**config.mk**
```make
export PLATFORM = sky130hd
export DESIGN_NAME = nrc_eval
export DESIGN_NICKNAME = d
export VERILOG_FILES = /design/src/rtl/nrc_pkg.sv /design/src/rtl/nrc_eval.sv
export SDC_FILE = /design/constraint.sdc
export NUM_CORES = 1
export LEC_CHECK = 0
export ABC_AREA = 1
export BUFFER_PORTS_ARGS = -buffer_cell sky130_fd_sc_hd__buf_2
export CAP_MARGIN = 20
export CORE_AREA = 2 2 90 92
export DETAILED_ROUTE_END_ITERATION = 8
export DIE_AREA = 0 0 92 94
export PLACE_DENSITY = 0.75
export SLEW_MARGIN = 20
export SYNTH_ARGS = -nofsm -noshare
export SYNTH_HDL_FRONTEND = slang
export SYNTH_SLANG_ARGS = --single-unit
```
**constraint.sdc**
```tcl
create_clock -name vclk -period 1.74
set_clock_uncertainty 0.1 [all_clocks]
set_input_delay 0.348 -clock vclk [all_inputs]
set_output_delay 0.348 -clock vclk [all_outputs]
set_load 0.02 [all_outputs]
```
**src/rtl/nrc_pkg.sv**
```systemverilog
package nrc_pkg;

  localparam logic [31:0] REC_MAGIC   = 32'h5445_4E41;
  localparam logic [31:0] REC_VERSION = 32'd2;
  localparam logic [31:0] CRC_POLY    = 32'hEDB8_8320;
  localparam logic [31:0] CRC_INIT    = 32'hFFFF_FFFF;
  localparam logic [7:0]  OCTET_LOOP  = 8'd127;
  localparam logic [7:0]  OCTET_MCAST = 8'd224;

  localparam logic [2:0] ST_OK          = 3'd0;
  localparam logic [2:0] ST_BAD_MAGIC   = 3'd1;
  localparam logic [2:0] ST_BAD_VERSION = 3'd2;
  localparam logic [2:0] ST_BAD_CRC     = 3'd3;
  localparam logic [2:0] ST_BAD_FIELDS  = 3'd4;

  localparam logic [2:0] W_MAGIC   = 3'd0;
  localparam logic [2:0] W_VERSION = 3'd1;
  localparam logic [2:0] W_ADDR    = 3'd2;
  localparam logic [2:0] W_MASK    = 3'd3;
  localparam logic [2:0] W_GATEWAY = 3'd4;
  localparam logic [2:0] W_PORT    = 3'd5;
  localparam logic [2:0] W_CRC     = 3'd6;
  localparam logic [2:0] W_LAST    = 3'd7;

  typedef struct packed {
    logic [31:0] record_word;
    logic        first_word;
  } in_item_t;

  typedef struct packed {
    logic [2:0]  status;
    logic [31:0] ip_addr;
    logic [31:0] net_mask;
    logic [31:0] gateway_addr;
    logic [15:0] listen_port;
  } out_item_t;

  typedef struct packed {
    logic magic_ok;
    logic version_ok;
    logic crc_ok;
  } chk_flags_t;

endpackage

```
**src/rtl/nrc_eval.sv**
```systemverilog
module nrc_eval (
  input  nrc_pkg::chk_flags_t flags,
  input  logic [31:0]         held_ip,
  input  logic [31:0]         held_mask,
  input  logic [31:0]         held_gateway,
  input  logic [15:0]         held_port,
  output nrc_pkg::out_item_t  result
);
  import nrc_pkg::*;

  logic [31:0] mask_inv;
  logic [31:0] mask_inc;
  logic        ip_ok;
  logic        gw_ok;
  logic        mask_ok;
  logic        fields_ok;

  assign ip_ok = (held_ip[31:24] != 8'd0) && (held_ip[31:24] != OCTET_LOOP) &&
                 (held_ip[31:24] < OCTET_MCAST);
  assign gw_ok = (held_gateway[31:24] != 8'd0) && (held_gateway[31:24] != OCTET_LOOP) &&
                 (held_gateway[31:24] < OCTET_MCAST);

  // A contiguous mask inverts to a run of low ones, so adding one clears every set bit.
  assign mask_inv  = ~held_mask;
  assign mask_inc  = mask_inv + 32'd1;
  assign mask_ok   = (held_mask != 32'd0) && (held_mask != CRC_INIT) &&
                     ((mask_inv & mask_inc) == 32'd0);
  assign fields_ok = ip_ok && gw_ok && mask_ok && (held_port != 16'd0);

  always_comb begin
    result.status       = ST_OK;
    result.ip_addr      = held_ip;
    result.net_mask     = held_mask;
    result.gateway_addr = held_gateway;
    result.listen_port  = held_port;
    if (!flags.magic_ok) begin
      result.status = ST_BAD_MAGIC;
    end else if (!flags.version_ok) begin
      result.status = ST_BAD_VERSION;
    end else if (!flags.crc_ok) begin
      result.status = ST_BAD_CRC;
    end else if (!fields_ok) begin
      result.status = ST_BAD_FIELDS;
    end
    if (!flags.magic_ok || !flags.version_ok || !flags.crc_ok) begin
      result.ip_addr      = 32'd0;
      result.net_mask     = 32'd0;
      result.gateway_addr = 32'd0;
      result.listen_port  = 16'd0;
    end
  end

endmodule

```
==> flow_metrics.tcl, run 1 <==
set metrics [dict create \
    power.share.switching_pct 55.8 \
    largest_net_degree_at_the_start_of_global_routing 48 \
    final_gp_congestion 0.913 \
    grt_remaining_overflow 0 \
    synth.lib_cells_used.distinct 18 \
    post_synth.cell_area_avg_um2 4.07 \
    internal_power_consumption_mw 0.321 \
    dr.first_iter.drc_count 107 \
    route.vias.total 3596 \
    via_per_inst 4.20 \
    numSequentialCells 0 \
    timing.final.crit_share_pct 122 \
    pwr-share-seq_pct 0 \
    layout.cell_area.non_filler_um2 3870 \
    max-vdd-ir-drop_uv 83.1 \
    combPwrFrac_pct 100.0 \
    dp_hpwl_um 7770 \
    report.final.hold_viol_count 0 \
    core.rowCount 32 \
    report.final.setup_viol 1 \
    clock_buffers 0 \
    die_h_um 94 \
    critPathBufInv 4 \
    fin_cells 857 \
    setup_repair_after_global_routing_missed_its_margin "yes" \
    dpl-instance-area_um2 3690 \
    number_of_cells_in_the_design_after_placement 856 \
    design.portCount 230 \
    final_nets 872 \
    nFillCells 828 \
    number_of_global_route_vias_before_repair 3210 \
    drcViolationCount 0 \
    die_area_um2 8650 \
    syn_inst 473 \
    cts_hold_buf 0 \
    grt_first_pass_wirelength_um 13600 \
    cp_max_fo 3 \
    antennaDiodeCount 0 \
    crit_chain "buf_2, nor2_4, nand2_2, nor2_4, buf_4, nand3_1, nand2_1, inv_1, nor2_1, nand3_1, nor2_2, a21oi_2, buf_6" \
    final.min_clock_period_ns 2.12 \
    worst_setup_path_end_kind "primary output" \
    outcome "finished with violations" \
    max_clock_freq_mhz 471 \
    start_util_pct 25.3 \
    hp-class "in -> out" \
    worst-endpoint-arrival_ns 1.68 \
    netlist_area_before_placement_um2 1930 \
    power_density_nw_per_um2 188 \
    cap_viol_max_count 0 \
    cp-start-kind "input port" \
    layout-drive-gt1-share_pct 46.5 \
    timing.final.max_slew_violations 0 \
    yosysWarnings 0 \
    critical_path.slowest_cell "sky130_fd_sc_hd__nor2_2" \
    max-slew-margin-rel_pct 86.1 \
    path_delay_family "simple AND/OR/NAND/NOR gates" \
    p_clk_share_pct 0 \
    hold-worst-slack_ns 0.907 \
    timing.critical_path.required_ns 1.29 \
    commonest_non_fill_non_tap_cell_in_the_layout "sky130_fd_sc_hd__buf_2" \
    area_delta_synth_final_pct 101 \
    post_drt_wl_per_cell_um 10.3 \
    timing.final.ws_setup_ns -0.384 \
    synth_sequential_area_ratio_pct 0 \
    antenna_left 0 \
    max_stage_delay_ns 0.15 \
    antenna_violations_before_repair 1 \
    track_usage_pct 18.7 \
    buffer_ports.inserted 230 \
    worstSetupPathType "in -> out" \
    placeableCoreArea_um2 7610 \
    regArea_um2 0 \
    die_width_um 92 \
    worst-slew-pin-transition_ns 0.206 \
    p_switching_mw 0.406 \
    first_pass_iters 4 \
    power_leakage_nw 2.75 \
    violations "negative setup slack" \
    postRouteWirelength_um 8840 \
    fin_total_pwr_mw 0.727 \
    synth.net_count 588 \
    mostFrequentLayoutCells "sky130_fd_sc_hd__buf_2, sky130_fd_sc_hd__nor2_1, sky130_fd_sc_hd__inv_1" \
]
==> power by group through the flow <==
stage / logic (mW) / clock network [mW] / registers [mW]
floorplan: 0.307 / 0 / 0
global placement: 0.687 / 0 / 0
detailed placement: 0.692 / 0 / 0
CTS: 0.705 / 0 / 0
global route: 0.800 / 0 / 0
finish: 0.727 / 0 / 0
==> timing repair <==
| item | 4_1_cts | 5_1_grt |
|---|---|---|
| setup endpoints to repair | 1 | 1 |
| gates resized for setup | 17 | 40 |
| gates cloned | 0 | 0 |
| pin swaps | 7 | 21 |
| buffers inserted | 0 | 1 |
==> per-stage QoR <==
stage / utilization (%) / worst slack [ns] / setup TNS, ns
2_1_floorplan: - / 0.00527 / 0
3_3_place_gp: 48.5 / -0.433 / -0.433
3_5_place_dp: 48.5 / -0.430 / -0.430
4_1_cts: 49.2 / -0.342 / -0.342
5_1_grt: 50.9 / -0.509 / -0.509
6_report: 50.9 / -0.384 / -0.384
==> worst min-delay path: stages <==
cell	delay (ns)
sky130_fd_sc_hd__buf_2	0.09
sky130_fd_sc_hd__inv_1	0.04
sky130_fd_sc_hd__nor2_1	0.03
sky130_fd_sc_hd__buf_2	0.14
==> metal layers <==
layer	up-vias	share of wire [%]	GRT usage, %
li1	1893	-	-
met1	1517	41	21.9
met2	174	49	37.3
met3	10	8.7	2.41
met4	2	0.90	1.49
met5	-	0.14	0
==> kinds of logic (layout without fill, tap and decap cells) <==
kind of cell,after synthesis,count (layout),share of synthesized area (%)
buf+inv,137,419,26.7
simple gates,324,324,70.1
compound gates,12,12,3.25
==> worst paths after layout <==
check,to,depth (start not counted),start,slack (ns)
worst max-delay path,result[114],13,held_mask[6],-0.38
worst min-delay path,result[82],4,held_ip[2],0.91
==> cells in the mapped netlist <==
cell / instances / area, um2
sky130_fd_sc_hd__nand3_1: 24 / 120
sky130_fd_sc_hd__nor2_8: 2 / 40.0
sky130_fd_sc_hd__nand4_1: 2 / 12.5
sky130_fd_sc_hd__nand2_4: 2 / 22.5
sky130_fd_sc_hd__nand2_1: 82 / 308
sky130_fd_sc_hd__nor2_1: 197 / 739
sky130_fd_sc_hd__clkbuf_1: 12 / 45.0
sky130_fd_sc_hd__nor3_1: 1 / 5.00
sky130_fd_sc_hd__nand2_2: 7 / 43.8
sky130_fd_sc_hd__inv_1: 124 / 465
sky130_fd_sc_hd__inv_2: 1 / 3.75
sky130_fd_sc_hd__o21ai_0: 9 / 45.0
sky130_fd_sc_hd__nand3_2: 1 / 10.0
sky130_fd_sc_hd__a21oi_1: 2 / 10.0
sky130_fd_sc_hd__nor2_4: 2 / 22.5
sky130_fd_sc_hd__nand3b_1: 1 / 7.51
sky130_fd_sc_hd__nor2_2: 3 / 18.8
sky130_fd_sc_hd__a21boi_0: 1 / 7.51
==> layout make-up <==
cell class | count | area (um2) | area share [%]
Timing Repair Buffer | 294 | 1690 | 43.7
Multi-Input combinational cell | 336 | 1590 | 40.9
Inverter | 125 | 469 | 12.1
Tap cell | 102 | 128 | 3.29
(Power assumes the default switching activity.)
==> inputs of run 2 (changes only) <==
- ABC_AREA: 1 -> 0
- PLACE_DENSITY: 0.75 -> 0.66
==> run 2 against run 1 <==
  * The run still ends with negative setup slack left
  * Global-route usage fell by 1.9 points
  * Utilization fell by 12 points
  * Routed wire length fell by 10%
  * Synthesized cell count fell by 55%
  * Non-clock buffer count fell by 22
  * Sequential share of layout area did not move
  * Hold slack improved by 0.0084 ns
  * Area after synthesis fell by 33%
  * Critical path type unchanged
  * Critical endpoint unchanged
  * Largest cell class unchanged
  * Largest power group unchanged
==> flow_metrics.tcl, run 2 <==
set metrics [dict create \
    pwr-share-seq_pct 0 \
    synth.lib_cells_used.distinct 34 \
    track_usage_pct 16.7 \
    area_delta_synth_final_pct 126 \
    commonest_non_fill_non_tap_cell_in_the_layout "sky130_fd_sc_hd__buf_2" \
    dr.first_iter.drc_count 61 \
    antennaDiodeCount 0 \
    max_stage_delay_ns 0.29 \
    power_leakage_nw 1.79 \
    violations "negative setup slack" \
    yosysWarnings 0 \
    critical_path.slowest_cell "sky130_fd_sc_hd__nor4_4" \
    syn_inst 214 \
    regArea_um2 0 \
    worst_setup_path_end_kind "primary output" \
    setup_repair_after_global_routing_missed_its_margin "yes" \
    dp_hpwl_um 6830 \
    crit_chain "buf_6, nor4_4, buf_4, a31oi_1, o21bai_1, nor4_2, a31oi_2, buf_4" \
    buffer_ports.inserted 230 \
    internal_power_consumption_mw 0.271 \
    worst-slew-pin-transition_ns 0.426 \
    yosys-top-cells-area "sky130_fd_sc_hd__and2_1, sky130_fd_sc_hd__nor2_1, sky130_fd_sc_hd__nor4_1, sky130_fd_sc_hd__nand4_1, sky130_fd_sc_hd__nor4_2" \
    p_clk_share_pct 0 \
    first_pass_iters 4 \
    synth_sequential_area_ratio_pct 0 \
    worstSetupPathType "in -> out" \
    start_util_pct 17.0 \
    placeableCoreArea_um2 7610 \
    yosysMostFrequentCell "sky130_fd_sc_hd__and2_1" \
    max-vdd-ir-drop_uv 79.9 \
    cap_viol_max_count 0 \
    outcome "finished with violations" \
    netlist_area_before_placement_um2 1300 \
    largest_net_degree_at_the_start_of_global_routing 32 \
    layout-drive-gt1-share_pct 61.0 \
    path_delay_family "simple AND/OR/NAND/NOR gates" \
    grt_first_pass_wirelength_um 12000 \
    synth_top_cell_area_share_pct 51.6 \
    timing.final.max_slew_violations 0 \
    post_drt_wl_per_cell_um 13.8 \
    die_width_um 92 \
    hp-class "in -> out" \
    power_density_nw_per_um2 194 \
    final.min_clock_period_ns 2.18 \
    synth.net_count 329 \
    drcViolationCount 0 \
    route.vias.total 2506 \
    antenna_violations_before_repair 0 \
    grt_remaining_overflow 0 \
    timing.final.crit_share_pct 125 \
    numSequentialCells 0 \
    report.final.setup_viol 31 \
    via_per_inst 4.35 \
    buffer_count_from_post_cts_setup_fixing 0 \
    die_area_um2 8650 \
    mostFrequentLayoutCells "sky130_fd_sc_hd__buf_2, sky130_fd_sc_hd__and2_1, sky130_fd_sc_hd__buf_4" \
    fin_cells 576 \
    p_switching_mw 0.299 \
    cp_max_fo 3 \
    critPathBufInv 3 \
    max_clock_freq_mhz 459 \
    timing.final.ws_setup_ns -0.440 \
    final_nets 591 \
    clock_buffers 0 \
    combPwrFrac_pct 100.0 \
    final_gp_congestion 0.906 \
    synth_top_cells_by_count "sky130_fd_sc_hd__and2_1, sky130_fd_sc_hd__nor2_1, sky130_fd_sc_hd__nor4_1, sky130_fd_sc_hd__clkbuf_1, sky130_fd_sc_hd__nand4_1" \
    report.final.hold_viol_count 0 \
    design.portCount 230 \
    postRouteWirelength_um 7920 \
    number_of_cells_in_the_design_after_placement 575 \
    antenna_left 0 \
    number_of_global_route_vias_before_repair 2411 \
    final_core_utilization_pct 38.6 \
    timing.critical_path.required_ns 1.29 \
    max-slew-margin-rel_pct 71.4 \
    cp-start-kind "input port" \
    core.rowCount 32 \
    post_synth.cell_area_avg_um2 6.06 \
    synth_largest_area_cell "sky130_fd_sc_hd__and2_1" \
    power.share.switching_pct 52.4 \
    cpMostUsedCell "sky130_fd_sc_hd__buf_4" \
    worst-endpoint-arrival_ns 1.73 \
    die_h_um 94 \
]
-- run 2: worst min-delay path, cell delays in order --
cell and delay, ns:
sky130_fd_sc_hd__buf_2 0.07, sky130_fd_sc_hd__and2_1 0.10, sky130_fd_sc_hd__buf_2 0.15
-- run 2: per-layer routing --
layer  GRT usage, %  vias up  share of wire (%)
met5              0        -                  0
met4           1.74        0                1.1
met3           1.61        8                6.7
met2           32.3      122                 50
met1           20.6     1124                 42
li1               -     1252                  -
-- run 2: layout make-up --
| type | instances | area (um2) |
|---|---|---|
| inverters | 6 | 22.5 |
| fillers | 839 | 4670 |
| repair buffers | 272 | 1530 |
| multi-input cells | 196 | 1250 |
| well taps | 102 | 128 |
-- run 2: logic make-up (layout without fill, tap and decap cells) --
| kind of cell | count (synthesis) | count (layout) | share of synthesized area [%] |
|---|---|---|---|
| AO/OA/AOI/OAI | 25 | 25 | 13.3 |
| buffers and inverters | 18 | 278 | 5.60 |
| AND/OR/NAND/NOR | 171 | 171 | 81.1 |
-- run 2: stage by stage --
step                setup slack, ns  area [um2]  hold slack (ns)  setup TNS, ns  total power, mW
global route                 -0.534        2930            0.929          -5.51            0.619
finish                       -0.440        2930            0.915          -2.40            0.570
floorplan                    -0.156        1310            0.731         -0.156            0.221
CTS                          -0.427        2930            0.913          -2.63            0.574
detailed placement           -0.483        2870            0.913         -0.511            0.557
global placement             -0.451        2870            0.913         -0.488            0.550
-- run 2: path summary, 6_finish.rpt --
kind	endpoint	from	slack, ns	cells past startpoint
max	result[114]	held_mask[3]	-0.44	8
min	result[31]	held_gateway[15]	0.92	3
-- run 2: power groups by stage --
stage	combinational, mW	sequential (mW)	clock (mW)
finish	0.570	0	0
global placement	0.550	0	0
detailed placement	0.557	0	0
floorplan	0.221	0	0
global route	0.619	0	0
CTS	0.574	0	0
-- run 2: timing repair --
| item | 4_1_cts | 5_1_grt |
|---|---|---|
| hold buffers | 0 | 0 |
| cloned | 1 | 0 |
| resized for setup | 9 | 0 |
| pin swaps | 4 | 0 |
| endpoints found under the setup margin | 5 | 85 |
==> inputs of run 3 (changes only) <==
- RECOVER_POWER: default -> 50
- SLEW_MARGIN: 20 -> 15
==> run 3 against run 2 <==
  * The run still ends with negative setup slack left
  * Hold slack did not move
  * Non-clock buffer count did not move
  * Maximum frequency barely moved
  * Critical path depth did not move
  * Largest power group unchanged
  * Highest routed layer unchanged
==> flow_metrics.tcl, run 3 (synthesized netlist as in run 2, its figures left out) <==
set metrics [dict create \
    outcome "finished with violations" \
    violations "negative setup slack" \
    cp_max_fo 3 \
    largest_net_degree_at_the_start_of_global_routing 32 \
    hold-worst-slack_ns 0.915 \
    die_area_um2 8650 \
    die_width_um 92 \
    nFillCells 840 \
    post_drt_wl_per_cell_um 13.8 \
    track_usage_pct 16.7 \
    grtUsageMet1_pct 20.6 \
    crit_chain "buf_6, nor4_4, buf_4, a31oi_1, o21bai_1, nor4_2, a31oi_2, buf_4" \
    max-vdd-ir-drop_uv 79.9 \
    report.final.setup_viol 31 \
    worst_setup_path_end_kind "primary output" \
    numSequentialCells 0 \
    regArea_um2 0 \
    dp_hpwl_um 6830 \
    timing.critical_path.required_ns 1.29 \
    timing.final.crit_share_pct 125 \
    timing.final.max_slew_violations 0 \
    worst-slew-pin-transition_ns 0.426 \
    hp-class "in -> out" \
    grt_remaining_overflow 0 \
    final.min_clock_period_ns 2.18 \
    final_core_utilization_pct 38.4 \
    final_gp_congestion 0.906 \
    cap_viol_max_count 0 \
    power_leakage_nw 1.76 \
    layout-drive-gt1-share_pct 59.5 \
    cp-start-kind "input port" \
    placeableCoreArea_um2 7610 \
    buffer_ports.inserted 230 \
    mostFrequentLayoutCells "sky130_fd_sc_hd__buf_2, sky130_fd_sc_hd__and2_1, sky130_fd_sc_hd__buf_4" \
    max_clock_freq_mhz 459 \
    timing.final.ws_setup_ns -0.440 \
    via_per_inst 4.34 \
    number_of_global_route_vias_before_repair 2411 \
    clock_buffers 0 \
    area_delta_synth_final_pct 126 \
    die_h_um 94 \
    first_pass_iters 4 \
    grt-busiest-layer "met2" \
    setup_repair_after_global_routing_missed_its_margin "yes" \
    worstSetupPathType "in -> out" \
    commonest_non_fill_non_tap_cell_in_the_layout "sky130_fd_sc_hd__buf_2" \
    path_delay_family "simple AND/OR/NAND/NOR gates" \
    drcViolationCount 0 \
    postRouteWirelength_um 7930 \
    critPathBufInv 3 \
    cpMostUsedCell "sky130_fd_sc_hd__buf_4" \
    antennaDiodeCount 0 \
    grt.met3_usage_pct 1.61 \
    core.rowCount 32 \
    worst-endpoint-arrival_ns 1.73 \
    power_density_nw_per_um2 194 \
    max-slew-margin-rel_pct 71.4 \
    antenna_left 0 \
    design.portCount 230 \
    dr.first_iter.drc_count 58 \
    final_nets 591 \
    route.vias.total 2498 \
    report.final.hold_viol_count 0 \
    antenna_violations_before_repair 0 \
    critical_path.slowest_cell "sky130_fd_sc_hd__nor4_4" \
    start_util_pct 17.0 \
    grt_first_pass_wirelength_um 12000 \
    met2_usage_pct 32.3 \
    max_stage_delay_ns 0.29 \
]
## run 3: path summary, 6_finish.rpt
kind                          from          end  cells past startpoint
setup / recovery      held_mask[3]  result[114]                      8
hold / removal    held_gateway[15]   result[31]                      3
## run 3: area by class of cell
type               count  area [um2]  area share [%]
repair buffers       272        1520            52.1
multi-input cells    196        1250            42.8
well taps            102         128            4.36
inverters              6        22.5           0.770
## run 3: tightest hold or removal path, stage by stage
cell and delay (ns):
sky130_fd_sc_hd__buf_2 0.07, sky130_fd_sc_hd__and2_1 0.10, sky130_fd_sc_hd__buf_2 0.15
## run 3: per-stage QoR
| step | setup WS (ns) | power [mW] | setup TNS (ns) | area (um2) | instances |
|---|---|---|---|---|---|
| 2_1_floorplan | -0.156 | 0.221 | -0.156 | 1310 | 214 |
| 3_3_place_gp | -0.451 | 0.550 | -0.488 | 2870 | 575 |
| 3_5_place_dp | -0.483 | 0.557 | -0.511 | 2870 | 575 |
| 4_1_cts | -0.427 | 0.574 | -2.63 | 2930 | 576 |
| 5_1_grt | -0.534 | 0.617 | -5.51 | 2920 | 576 |
| 6_report | -0.440 | 0.569 | -2.41 | 2920 | 576 |
## run 3: report_power, final
| part | leakage, nW | total (mW) | internal [mW] | switching [mW] |
|---|---|---|---|---|
| Clock | 0 | 0 | 0 | 0 |
| Combinational | 1.76 | 0.569 | 0.270 | 0.299 |
| Sequential | 0 | 0 | 0 | 0 |
## run 3: what timing repair did
action,4_1_cts,5_1_grt
cloned,1,0
hold buffers,0,0
resized for setup,9,0
pin swaps,4,0
setup endpoints to repair,5,85
buffers inserted,0,0
## run 3: routing by layer
layer | up-vias | share of wire [%]
met4 | 0 | 1.1
met3 | 8 | 6.6
met5 | - | 0
met1 | 1120 | 42
li1 | 1252 | -
met2 | 118 | 50
